$ cat src/rtl/core/utf8v_pkg.sv
package utf8v_pkg;

  localparam int unsigned CODE_W  = 21;
  localparam int unsigned COUNT_W = 9;
  localparam int unsigned LEN_W   = 8;

  // Request codes on req_type.
  localparam logic REQ_BYTE = 1'b0;
  localparam logic REQ_END  = 1'b1;

  // Overlong minimum classes.
  localparam logic [1:0] MIN_NONE = 2'd0;
  localparam logic [1:0] MIN_2B   = 2'd1;
  localparam logic [1:0] MIN_3B   = 2'd2;
  localparam logic [1:0] MIN_4B   = 2'd3;

  localparam logic [CODE_W-1:0] CP_MIN_2B   = 21'h00080;
  localparam logic [CODE_W-1:0] CP_MIN_3B   = 21'h00800;
  localparam logic [CODE_W-1:0] CP_MIN_4B   = 21'h10000;
  localparam logic [CODE_W-1:0] CP_MAX      = 21'h10FFFF;
  localparam logic [CODE_W-1:0] CP_SURR_LO  = 21'h0D800;
  localparam logic [CODE_W-1:0] CP_SURR_HI  = 21'h0DFFF;

  localparam logic [COUNT_W-1:0] COUNT_MAX  = 9'd511;
  localparam logic [LEN_W-1:0]   MAX_LENGTH_RST = 8'd192;

  // Decoder state carried from byte to byte.
  typedef struct packed {
    logic [1:0]         pending;
    logic [CODE_W-1:0]  code;
    logic [1:0]         min_class;
    logic               error;
    logic [COUNT_W-1:0] count;
  } utf8v_state_t;

  localparam utf8v_state_t STATE_CLEAR = '0;

endpackage

$ cat src/rtl/core/utf8v_decode.sv
module utf8v_decode (
  input  utf8v_pkg::utf8v_state_t           cur,
  input  logic                              req_type,
  input  logic [7:0]                        data_byte,
  input  logic                              field_present,
  input  logic [utf8v_pkg::LEN_W-1:0]       max_length,
  output utf8v_pkg::utf8v_state_t           nxt,
  output logic                              verdict
);
  import utf8v_pkg::*;

  logic [CODE_W-1:0]  code_ext;
  logic [CODE_W-1:0]  class_min;
  logic [COUNT_W-1:0] count_inc;
  logic               bad_value;

  always_comb begin
    unique case (cur.min_class)
      MIN_2B:  class_min = CP_MIN_2B;
      MIN_3B:  class_min = CP_MIN_3B;
      MIN_4B:  class_min = CP_MIN_4B;
      default: class_min = '0;
    endcase
  end

  assign code_ext  = {cur.code[CODE_W-7:0], data_byte[5:0]};
  assign bad_value = (code_ext < class_min) || (code_ext > CP_MAX) ||
                     ((code_ext >= CP_SURR_LO) && (code_ext <= CP_SURR_HI));
  assign count_inc = (cur.count == COUNT_MAX) ? cur.count : cur.count + 1'b1;

  assign verdict = field_present && !cur.error && (cur.pending == 2'd0) &&
                   (cur.count <= {1'b0, max_length});

  always_comb begin
    nxt = cur;
    if (req_type == REQ_END) begin
      nxt = STATE_CLEAR;
    end else begin
      nxt.count = count_inc;
      if (cur.pending == 2'd0) begin
        if (!data_byte[7]) begin
          nxt.pending = 2'd0;
        end else if (data_byte[7:5] == 3'b110) begin
          nxt.pending   = 2'd1;
          nxt.code      = CODE_W'(data_byte[4:0]);
          nxt.min_class = MIN_2B;
        end else if (data_byte[7:4] == 4'b1110) begin
          nxt.pending   = 2'd2;
          nxt.code      = CODE_W'(data_byte[3:0]);
          nxt.min_class = MIN_3B;
        end else if (data_byte[7:3] == 5'b11110) begin
          nxt.pending   = 2'd3;
          nxt.code      = CODE_W'(data_byte[2:0]);
          nxt.min_class = MIN_4B;
        end else begin
          nxt.error = 1'b1;
        end
      end else if (data_byte[7:6] != 2'b10) begin
        // A broken sequence is dropped and flagged; decoding restarts with no sequence open.
        nxt.error     = 1'b1;
        nxt.pending   = 2'd0;
        nxt.code      = '0;
        nxt.min_class = MIN_NONE;
      end else if (cur.pending == 2'd1) begin
        nxt.error     = cur.error | bad_value;
        nxt.pending   = 2'd0;
        nxt.code      = '0;
        nxt.min_class = MIN_NONE;
      end else begin
        nxt.pending = cur.pending - 2'd1;
        nxt.code    = code_ext;
      end
    end
  end

endmodule

$ cat src/rtl/core/utf8_string_validator.sv
// UTF-8 string validator. A string arrives as a run of byte transfers
// (in_req_type = 0) closed by one end-marker transfer (in_req_type = 1);
// only the end marker produces a result, a single out_string_valid bit that
// is 1 when the string was well-formed UTF-8 (no bad lead or continuation
// byte, no overlong form, no surrogate, nothing above U+10FFFF, no sequence
// cut short), held no more than max_length bytes, and in_field_present was 1
// on the end marker. The end marker then clears all string state. The block
// takes one transfer per clock while in_stall is low: the input register feeds
// combinational decode logic whose state update closes in the same cycle, so
// byte after byte streams without gaps. out_valid rises once its end marker
// has passed into the result register. in_stall rises only when an end marker
// sits in the input register while the previous verdict is still held by
// out_stall. max_length is written through the cfg_ channel (always ready)
// and must only change between strings; it resets to 192.
module utf8_string_validator (
  input  logic                        clk,
  input  logic                        rst_n,
  input  logic                        in_valid,
  output logic                        in_stall,
  input  logic                        in_req_type,
  input  logic [7:0]                  in_data_byte,
  input  logic                        in_field_present,
  output logic                        out_valid,
  input  logic                        out_stall,
  output logic                        out_string_valid,
  input  logic                        cfg_valid,
  output logic                        cfg_ready,
  input  logic [utf8v_pkg::LEN_W-1:0] cfg_max_length
);
  import utf8v_pkg::*;

  // Input register.
  logic       stg_v_r;
  logic       stg_req_r;
  logic [7:0] stg_byte_r;
  logic       stg_present_r;

  // Decoder state and configuration.
  utf8v_state_t     st_r;
  utf8v_state_t     st_nxt;
  logic [LEN_W-1:0] max_length_r;

  // Result register.
  logic out_v_r;
  logic out_bit_r;

  logic verdict;
  logic advance;
  logic in_accept;

  // A byte always moves on; an end marker needs room in the result register.
  assign advance   = stg_v_r && ((stg_req_r == REQ_BYTE) || !out_v_r || !out_stall);
  assign in_stall  = stg_v_r && !advance;
  assign in_accept = in_valid && !in_stall;

  assign cfg_ready        = 1'b1;
  assign out_valid        = out_v_r;
  assign out_string_valid = out_bit_r;

  utf8v_decode u_decode (
    .cur           (st_r),
    .req_type      (stg_req_r),
    .data_byte     (stg_byte_r),
    .field_present (stg_present_r),
    .max_length    (max_length_r),
    .nxt           (st_nxt),
    .verdict       (verdict)
  );

  always_ff @(posedge clk) begin
    if (!rst_n) begin
      stg_v_r <= 1'b0;
    end else if (in_accept) begin
      stg_v_r <= 1'b1;
    end else if (advance) begin
      stg_v_r <= 1'b0;
    end
  end

  // Payload of the input register needs no reset.
  always_ff @(posedge clk) begin
    if (in_accept) begin
      stg_req_r     <= in_req_type;
      stg_byte_r    <= in_data_byte;
      stg_present_r <= in_field_present;
    end
  end

  always_ff @(posedge clk) begin
    if (!rst_n) begin
      st_r <= STATE_CLEAR;
    end else if (advance) begin
      st_r <= st_nxt;
    end
  end

  always_ff @(posedge clk) begin
    if (!rst_n) begin
      max_length_r <= MAX_LENGTH_RST;
    end else if (cfg_valid && cfg_ready) begin
      max_length_r <= cfg_max_length;
    end
  end

  always_ff @(posedge clk) begin
    if (!rst_n) begin
      out_v_r <= 1'b0;
    end else if (advance && (stg_req_r == REQ_END)) begin
      out_v_r <= 1'b1;
    end else if (!out_stall) begin
      out_v_r <= 1'b0;
    end
  end

  always_ff @(posedge clk) begin
    if (advance && (stg_req_r == REQ_END)) begin
      out_bit_r <= verdict;
    end
  end

endmodule

$ cat config.mk
export PLATFORM = sky130hd
export DESIGN_NAME = utf8_string_validator
export DESIGN_NICKNAME = d
export VERILOG_FILES = /design/src/rtl/core/utf8v_pkg.sv /design/src/rtl/core/utf8v_decode.sv /design/src/rtl/core/utf8_string_validator.sv
export SDC_FILE = /design/constraint.sdc
export NUM_CORES = 1
export LEC_CHECK = 0
export BUFFER_PORTS_ARGS = -buffer_cell sky130_fd_sc_hd__buf_2
export CAP_MARGIN = 20
export CELL_PAD_IN_SITES_DETAIL_PLACEMENT = 1
export CELL_PAD_IN_SITES_GLOBAL_PLACEMENT = 1
export CORE_MARGIN = 2
export CORE_UTILIZATION = 47
export CTS_CLUSTER_DIAMETER = 150
export CTS_CLUSTER_SIZE = 30
export DETAILED_ROUTE_END_ITERATION = 12
export GPL_TIMING_DRIVEN = 1
export PLACE_DENSITY = 0.82
export SKIP_CTS_REPAIR_TIMING = 1
export SLEW_MARGIN = 0
export SYNTH_ARGS = -nofsm -noshare
export SYNTH_HDL_FRONTEND = slang
export SYNTH_SLANG_ARGS = --single-unit
$ cat constraint.sdc
create_clock -name clk -period 4.56 [get_ports clk]
set_input_delay 0.456 -clock clk [delete_from_list [all_inputs] [get_ports clk]]
set_output_delay 0.456 -clock clk [all_outputs]
set_load 0.005 [all_outputs]
==> results of run 1 <==
## power by group
part	internal, mW	switching, mW
logic	0.0320	0.0494
clock network	0.162	0.146
registers	0.467	0.0129
total	0.661	0.209
## path summary, 6_finish.rpt
path / to / slack (ns) / cells past startpoint / startpoint
worst max-delay path: st_r[16] / 2.18 / 7 / st_r[33]
worst max register to register: st_r[16] / 2.18 / 7 / st_r[33]
worst min register to register: st_r[12] / 0.46 / 2 / st_r[12]
worst min-delay path: stg_byte_r[6] / 0.32 / 1 / in_data_byte[6]
## stage by stage
step | hold slack [ns] | util [%]
2_1_floorplan | 0.4321 | -
3_3_place_gp | 0.4452 | 50.92
3_5_place_dp | 0.4529 | 50.92
4_1_cts | 0.3134 | 53.08
5_1_grt | 0.3046 | 53.08
6_report | 0.3202 | 53.08
## logic make-up (layout without fill, tap and decap cells)
| logic type | count (synthesis) | in the layout | synth area share [%] |
|---|---|---|---|
| AO/OA/AOI/OAI | 50 | 50 | 13.13 |
| XOR/XNOR | 5 | 5 | 1.809 |
| adder cells (fa/ha/maj) | 14 | 14 | 7.235 |
| buffers and inverters | 27 | 47 | 4.909 |
| flip-flops | 50 | 50 | 45.89 |
| multiplexers | 7 | 7 | 2.894 |
| other | 1 | 1 | 0.1549 |
| AND/OR/NAND/NOR | 114 | 114 | 23.98 |
## registers in the layout (all words and copies together) (netlist names)
name,flops
out_string_valid,1
stg_v_r,1
stg_req_r,1
stg_byte_r,8
st_r,29
stg_present_r,1
out_valid,1
max_length_r,8
## layer usage
metal	global-route usage (%)	vias up	part of all wire [%]
met3	4.101	8	3.5
li1	-	981	-
met2	34.10	41	47
met1	30.35	927	48
met4	7.018	0	1.3
met5	0	-	0
## cells in the mapped netlist, drive strengths merged (4+ instances only)
library cell / number / area (um2)
nor3: 7 / 35.03
o21ai: 5 / 25.02
dfxtp: 39 / 780.8
buf: 8 / 47.54
clkbuf: 5 / 18.77
inv: 14 / 52.55
xnor2: 4 / 35.03
nand2: 30 / 112.6
edfxtp: 11 / 330.3
a21oi: 23 / 115.1
nand2b: 5 / 38.78
nand3: 24 / 137.6
or3: 4 / 30.03
ha: 14 / 175.2
nor2: 26 / 97.59
nand4: 4 / 25.02
mux2i: 7 / 70.07
## final cells by class
class                      instances  area [um2]  area share [%]
multi-input combinational        191        1191           44.51
sequential                        50        1111           41.51
timing repair buffer              25       125.1           4.675
tap                               70       87.58           3.273
clock buffer                       5       68.82           2.571
inverter                          14       52.55           1.964
clock inverter                     3       40.04           1.496
==> reports/qor.yml, run 1 <==
final_layout:
  drive_gt1_share_pct: 13.54
  fin_area_um2: 2676
  layout_commonest_cell: "dfxtp_1"
  fillers: 610
  syn2layout_area_growth_pct: 10.54
  antennaDiodeCount: 0
  final_cell_mix: "dfxtp_1, nand2_1, nor2_1, buf_2, a21oi_1"
  fin_nets: 324
  stdcell_count: 358
setup_path:
  crit_path_max_incr_delay_ns: 0.78
  cpMaxStageDelayCell: "nor2_1"
  worstSetupEndpointType: "flip-flop"
  crit_chain: "inv_1 > ha_1 > nand2b_1 > a31oi_1 > nor2_1 > o2111ai_1 > a21oi_1"
  critPathRequiredTime_ns: 4.79
  crit_arrival_ns: 2.60
  path_buf_inv: 1
  crit_family: "simple AND/OR/NAND/NOR gates"
  path_class: "reg -> reg"
  cp_max_fo: 15
  critPathLaunchType: "flip-flop"
timing:
  rsz0062_at_grt: "false"
  finalHoldViolCount: 0
  fin_tns_setup_ns: 0
  maxSlewHeadroom_pct: 33.90
  finalClockSkew_ns: 0.006407
  period_share_pct: 52.11
  worst_slew_pin_slew_ns: 0.9879
  clock.fmax_mhz: 420.8
  setup_ws_ns: 2.184
  setup_viol: 0
  slew_violations: 0
  fin_crit_ns: 2.376
clocking:
  cts_sinks: 50
  clk_latency_ns: 0.31
  cts_max_level: 2
  path_clk_slew_ns: 0.09
  tritoncts: "built"
  ctsLongestPathBuffers: 2
  ctsRootBufferMaster: "clkbuf_8"
  cts_made_buffers: 5
die:
  die_h_um: 75.77
  chipWidth_um: 75.77
  initial_core_util_pct: 48.01
  num_rows: 26
  core_um2: 5042
  ios: 27
  die-area_um2: 5741
logic_synthesis:
  synth_cell_types: 50
  syn-num-nets: 305
  synth_ff_type: "dfxtp_1"
  async_reset_ff_share_pct: 0
  syn_inst: 268
  syn_area_um2: 2421
  yosysSeqAreaShare_pct: 45.89
  ys_seq_elements: 50
  synth_edf_count: 11
  syn-mean-instance-area_um2: 9.034
  synth-warning-count: 0
place:
  dpl_cell_area_um2: 2567
  place.port_buffers: 25
  gp_congestion: 0.8437
  placedCellCount: 350
  place.detailed.hpwl_mm: 4.038
  dp_slack_ns: 2.347
global_route:
  grt_max_degree: 30
  grt-ovfl-total: 0
  track_usage_pct: 21.75
  grt_pass1_wl_mm: 9.363
  antenna_found_initial: 0
  grt_pass1_vias: 1936
power_and_ir_drop:
  power.total_mw: 0.8694
  peakVddDrop_mv: 0.2616
  cellLeakagePower_nw: 1.046
  pwr_density_cell_nw_per_um2: 324.9
run:
  max-cap-violations: 0
min_path:
  min_path_type: "in -> reg"
drt:
  drtPass1Iterations: 4
  via_per_inst: 5.466
  routedWlPerCell_um: 15.61
  final_antenna_net_count: 0
  dr_total_vias: 1957
  wl_mm: 5.588
  drt_iter0_drc: 70
  drcViolationCount: 0
outcome:
  status: "completed"
(Power assumes the default switching activity.)
==> run 2: changes to the inputs <==
--- a/config.mk
+++ b/config.mk
@@ -5,17 +5,18 @@
 export SDC_FILE = /design/constraint.sdc
 export NUM_CORES = 1
 export LEC_CHECK = 0
+export ABC_AREA = 1
 export BUFFER_PORTS_ARGS = -buffer_cell sky130_fd_sc_hd__buf_2
 export CAP_MARGIN = 20
 export CELL_PAD_IN_SITES_DETAIL_PLACEMENT = 1
 export CELL_PAD_IN_SITES_GLOBAL_PLACEMENT = 1
 export CORE_MARGIN = 2
-export CORE_UTILIZATION = 47
+export CORE_UTILIZATION = 39
 export CTS_CLUSTER_DIAMETER = 150
 export CTS_CLUSTER_SIZE = 30
 export DETAILED_ROUTE_END_ITERATION = 12
 export GPL_TIMING_DRIVEN = 1
-export PLACE_DENSITY = 0.82
+export PLACE_DENSITY = 0.73
 export SKIP_CTS_REPAIR_TIMING = 1
 export SLEW_MARGIN = 0
 export SYNTH_ARGS = -nofsm -noshare
==> constraint.sdc (replaced) <==
create_clock -name clk -period 2.15 [get_ports clk]
set_input_delay 0.215 -clock clk [delete_from_list [all_inputs] [get_ports clk]]
set_output_delay 0.215 -clock clk [all_outputs]
set_load 0.005 [all_outputs]
==> run 2 against run 1 <==
  * Synthesized area is 6.8% higher
  * Cell count grew 17%
  * Highest routed layer unchanged
  * Clock power rose by 120%
  * Flip-flop and latch count stayed put
  * Sequential share of layout area shrank 2.7 points
  * Largest power group unchanged
  * Wire length up 4.2%
==> reports/qor.yml, run 2 <==
die:
  initial_core_util_pct: 40.48
  ios: 27
  core_um2: 6386
  chipWidth_um: 85.42
  die-area_um2: 7296
  die_h_um: 85.42
  num_rows: 29
timing:
  fin_crit_ns: 1.950
  rsz0062_at_grt: "false"
  maxSlewHeadroom_pct: 38.23
  finalHoldViolCount: 0
  finalClockSkew_ns: 0.006606
  slew_violations: 0
  period_share_pct: 90.70
  worst_slew_pin_slew_ns: 0.9255
  clock.fmax_mhz: 512.8
  setup_viol: 0
  fin_tns_setup_ns: 0
place:
  dpl_cell_area_um2: 2748
  gp_congestion: 0.7825
  place.detailed.hpwl_mm: 4.390
  place.port_buffers: 25
drt:
  final_antenna_net_count: 0
  drt_iter0_drc: 49
  dr_total_vias: 2137
  routedWlPerCell_um: 13.93
  wl_mm: 5.822
  drcViolationCount: 0
  via_per_inst: 5.112
  drtPass1Iterations: 4
logic_synthesis:
  synth-warning-count: 0
  synth.top_cells.by_count: "nand2_1, inv_1, dfxtp_1"
  synth_ff_type: "dfxtp_1"
  synth_edf_count: 11
  netlist_top_cells_area: "dfxtp_1, edfxtp_1, nand2_1"
  ys_seq_elements: 50
  yosysSeqAreaShare_pct: 42.98
  synth_cell_types: 39
  synth_top_area_share_pct: 30.20
  syn_inst: 314
  yosys.cell_count.top_type: "nand2_1"
  async_reset_ff_share_pct: 0
  syn-mean-instance-area_um2: 8.232
  syn_area_um2: 2585
  synth_top_cell_by_area: "dfxtp_1"
  syn-num-nets: 351
final_layout:
  fin_nets: 377
  syn2layout_area_growth_pct: 10.70
  fin_area_um2: 2861
  antennaDiodeCount: 0
  multi_input_area_um2: 1222
  drive_gt1_share_pct: 17.89
  final_cell_mix: "nand2_1, inv_1, dfxtp_1, a21oi_1"
  regArea_um2: 1111
  largest_reg_flops: 29
  top_register: "st_r"
  layout_commonest_cell: "nand2_1"
  top_regs: "st_r (29), max_length_r (8), stg_byte_r (8)"
  fillers: 789
clocking:
  path_clk_slew_ns: 0.10
  ctsLongestPathBuffers: 2
  cts_sinks: 50
  tritoncts: "built"
  cts_max_level: 2
  clk_latency_ns: 0.30
  cts_made_buffers: 5
  ctsRootBufferMaster: "clkbuf_8"
power_and_ir_drop:
  peakVddDrop_mv: 0.4187
  cellLeakagePower_nw: 1.209
  pwr_density_cell_nw_per_um2: 675.4
setup_path:
  worstSetupEndpointType: "flip-flop"
  cp_max_fo: 10
  critPathRequiredTime_ns: 2.30
  crit_arrival_ns: 2.10
  reg2reg_setup_slack_ns: 0.20
  path_class: "reg -> reg"
  critPathLaunchType: "flip-flop"
global_route:
  grt_pass1_vias: 2220
  grt-ovfl-total: 0
  grt_max_degree: 24
  track_usage_pct: 17.73
  grt_pass1_wl_mm: 10.36
  antenna_found_initial: 0
min_path:
  min_path_type: "in -> reg"
outcome:
  status: "completed"
run:
  max-cap-violations: 0
[run 2: cell count changes in the layout (fill, tap and decap cells not counted), moves of 4 or more]
| cell | delta |
|---|---|
| nand2_1 | +21 |
| inv_1 | +27 |
| o21ai_0 | +11 |
| a21oi_1 | +14 |
| a211oi_2 | +6 |
| nand2b_1 | -4 |
| mux2i_1 | -7 |
| a21oi_2 | +4 |
[run 2: final timing paths]
kind | startpoint | endpoint | cells after the start
max | st_r[0] | st_r[7] | 9
min | in_req_type | stg_req_r | 1
max reg2reg | st_r[0] | st_r[7] | 9
min reg2reg | max_length_r[4] | max_length_r[4] | 2
[run 2: per-layer routing]
metal	GRT usage [%]	part of all wire [%]
met1	21.78	47
met2	31.25	48
met3	3.891	3.5
met4	4.762	1.8
met5	0	0
[run 2: layout make-up]
class                   instances  area share [%]
clock buffers                   5           2.405
clock inverters                 3           1.574
inverters                      46           6.209
multi-input cells             210           42.72
flip-flops and latches         50           38.83
well taps                      77           3.367
repair buffers                 27           4.897
[run 2: metrics by stage]
| stage | cells | utilization (%) | hold slack, ns | worst slack [ns] | power [mW] |
|---|---|---|---|---|---|
| 2_1_floorplan | 314 | - | 0.3139 | 0.4899 | 1.218 |
| 3_3_place_gp | 410 | 43.03 | 0.3914 | 0.3634 | 1.273 |
| 3_5_place_dp | 410 | 43.03 | 0.3933 | 0.2090 | 1.281 |
| 4_1_cts | 418 | 44.81 | 0.07536 | 0.1926 | 1.957 |
| 5_1_grt | 418 | 44.81 | 0.06165 | 0.004682 | 2.043 |
| 6_report | 418 | 44.81 | 0.08202 | 0.1999 | 1.933 |
[run 2: cell families after synthesis]
logic type                 synth area share (%)
AOI/OAI and AO/OA                         17.38
xor gates and xnor gates                 0.3389
adders and majority gates                 6.776
buffers and inverters                     9.729
DFF                                       42.98
other                                    0.1451
and+or+nand+nor                           22.65
[run 2: critical path, cell delays in order, from the launching register on]
cell and delay (ns):
dfxtp_1 0.41, ha_1 0.22, nand4_1 0.15, nor3_1 0.19, ha_1 0.18, inv_1 0.06, o21ai_4 0.33, inv_2 0.11
nand4_1 0.09, a21oi_1 0.07
[run 2: report_power, final]
| part | leakage [nW] | total, mW | switching, mW | internal [mW] |
|---|---|---|---|---|
| Sequential | 0.426 | 1.03 | 0.0245 | 1.00 |
| Clock | 0.0504 | 0.677 | 0.330 | 0.347 |
| Combinational | 0.733 | 0.231 | 0.148 | 0.0828 |
| Total | 1.21 | 1.93 | 0.503 | 1.43 |
==> run 3: changes to the inputs <==
==> constraint.sdc (replaced) <==
create_clock -name clk -period 1.6 [get_ports clk]
set_input_delay 0.16 -clock clk [delete_from_list [all_inputs] [get_ports clk]]
set_output_delay 0.16 -clock clk [all_outputs]
set_load 0.005 [all_outputs]
==> run 3 against run 2 <==
  * The run now ends with negative setup slack left
  * Wire length up 7.9%
  * Critical path type unchanged
  * Highest routed layer unchanged
  * Critical path depth up 2
  * Register-to-register slack worse by 0.35 ns
  * Clock power up 36%
  * Clock skew up 0.0045 ns
  * Non-clock buffer count up 29
  * Flip-flop and latch count unchanged
  * Sequential power up 34%
  * First-iteration DRC count down 45%
  * Clock-buffer cell count unchanged
==> reports/qor.yml, run 3 (same netlist as run 2, synthesis figures left out) <==
clocking:
  tritoncts: "built"
  ctsLongestPathBuffers: 2
  clk_latency_ns: 0.32
  cts_max_level: 2
  cts_made_buffers: 5
  path_clk_slew_ns: 0.10
  ctsRootBufferMaster: "clkbuf_8"
  cts_sinks: 50
power_and_ir_drop:
  pwr_density_cell_nw_per_um2: 843.8
  peakVddDrop_mv: 0.5103
  cellLeakagePower_nw: 1.352
  power.total_mw: 2.656
global_route:
  grtUsageMet1_pct: 20.76
  grt_max_degree: 24
  busiest_layer: "met2"
  grt_pass1_wl_mm: 10.61
  globalRouteMet3Util_pct: 3.307
  met2_usage_pct: 33.59
  antenna_found_initial: 0
  grt-ovfl-total: 0
  track_usage_pct: 18.44
  grt_pass1_vias: 2369
drt:
  final_antenna_net_count: 0
  drt_iter0_drc: 27
  via_per_inst: 5.025
  drcViolationCount: 0
  wl_mm: 6.281
  routedWlPerCell_um: 14.05
  drtPass1Iterations: 4
  dr_total_vias: 2246
setup_path:
  cp_max_fo: 6
  r2r_cells: 11
  crit_family: "simple AND/OR/NAND/NOR gates"
  path_class: "reg -> reg"
  crit_chain: "nand2_2 > inv_2 > nand4_1 > nor3_2 > ha_2 > inv_2 > o21ai_4 > buf_6 > nor2_4 > a21oi_2 > nor3_2"
  endpoint: "st_r[5]"
  reg2reg_setup_slack_ns: -0.15
  worstSetupEndpointType: "flip-flop"
  crit_arrival_ns: 1.95
  startpoint: "st_r[4]"
  path_buf_inv: 3
  cp.depth: 11
  crit_path_max_incr_delay_ns: 0.35
  critPathLaunchType: "flip-flop"
  r2r-end: "st_r[5]"
  cpMaxStageDelayCell: "dfxtp_2"
  r2r_start: "st_r[4]"
  critPathRequiredTime_ns: 1.81
die:
  chipWidth_um: 85.42
  die_h_um: 85.42
  num_rows: 29
  ios: 27
  die-area_um2: 7296
  core_um2: 6386
  initial_core_util_pct: 40.48
final_layout:
  syn2layout_area_growth_pct: 21.78
  layout_commonest_cell: "nand2_1"
  antennaDiodeCount: 0
  drive_gt1_share_pct: 28.38
  largest_reg_flops: 29
  fin_nets: 406
  top_register: "st_r"
  final_cell_mix: "nand2_1, inv_1, a21oi_1, dfxtp_1, buf_4"
  top_regs: "st_r (29), max_length_r (8), stg_byte_r (8)"
place:
  place.port_buffers: 25
  gp_congestion: 0.7975
  place.detailed.hpwl_mm: 4.711
min_path:
  min_path_type: "in -> reg"
timing:
  rsz0062_at_grt: "true"
  setup_ws_ns: -0.1463
  setup_viol: 9
  finalClockSkew_ns: 0.01109
  fin_crit_ns: 1.746
  finalHoldViolCount: 0
  whs_ns: 0.007111
  period_share_pct: 109.1
  slew_violations: 0
  clock.fmax_mhz: 572.7
run:
  max-cap-violations: 0
outcome:
  violations: "negative setup slack"
  status: "complete, but fails checks"
==> run 3: cell count changes in the layout (fill, tap and decap cells not counted), moves of 2 or more <==
| cell | before | now |
|---|---|---|
| a21oi_1 | 37 | 35 |
| a21oi_2 | 4 | 6 |
| buf_4 | 2 | 28 |
| dfxtp_1 | 39 | 34 |
| dfxtp_2 | 0 | 5 |
| dlygate4sd3_1 | 0 | 2 |
| ha_1 | 14 | 11 |
| ha_2 | 0 | 2 |
| inv_1 | 41 | 39 |
| inv_4 | 0 | 2 |
| nand2_1 | 51 | 49 |
| nand2_2 | 0 | 2 |
==> run 3: routing by layer <==
metal	vias to the layer above	wire (um)	part of all wire (%)
met5	-	0	0
met4	0	176	2.8
met3	12	169	2.7
met2	32	3180	51
met1	1045	2756	44
li1	1157	-	-
==> run 3: per-stage QoR <==
step           utilization [%]  TNS [ns]  worst slack [ns]  area, um2  cells
6_report                 49.29   -0.9867           -0.1463       3148    447
5_1_grt                  49.29    -2.482           -0.2904       3148    447
4_1_cts                  47.18    -1.026           -0.1671       3013    437
3_5_place_dp             45.42   -0.7793           -0.1351       2900    429
3_3_place_gp             45.42  -0.04668          -0.02251       2900    429
2_1_floorplan                -         0          0.009181       2595    314
==> run 3: worst reg2reg max path, cell delays in order (launching register included) <==
cell     delay [ns]
dfxtp_2        0.35
nand2_2        0.07
inv_2          0.06
nand4_1        0.17
nor3_2         0.21
ha_2           0.20
inv_2          0.05
o21ai_4        0.15
buf_6          0.15
nor2_4         0.05
a21oi_2        0.13
nor3_2         0.05
==> run 3: how the worst min path moves through the flow <==
stage	startpoint	end	slack, ns	cells past startpoint
2_1_floorplan	in_data_byte[0]	stg_byte_r[0]	0.26	0
3_3_place_gp	in_data_byte[1]	stg_byte_r[1]	0.34	1
3_5_place_dp	in_data_byte[0]	stg_byte_r[0]	0.34	1
4_1_cts	in_data_byte[0]	stg_byte_r[0]	-0.004	1
5_1_grt	in_data_byte[2]	stg_byte_r[2]	0.0002	1
6_report	in_data_byte[2]	stg_byte_r[2]	0.007	1
==> run 3: final cells by class <==
class,count,area [um2]
fill,793,3238
multi-input combinational,210,1275
sequential,50,1117
timing repair buffer,56,366.6
inverter,46,180.2
tap,77,96.34
clock buffer,5,68.82
clock inverter,3,43.79
==> run 3: where the power goes <==
| part | switching (mW) | internal [mW] |
|---|---|---|
| sequential | 0.0344 | 1.35 |
| clock | 0.456 | 0.467 |
| combinational | 0.210 | 0.143 |
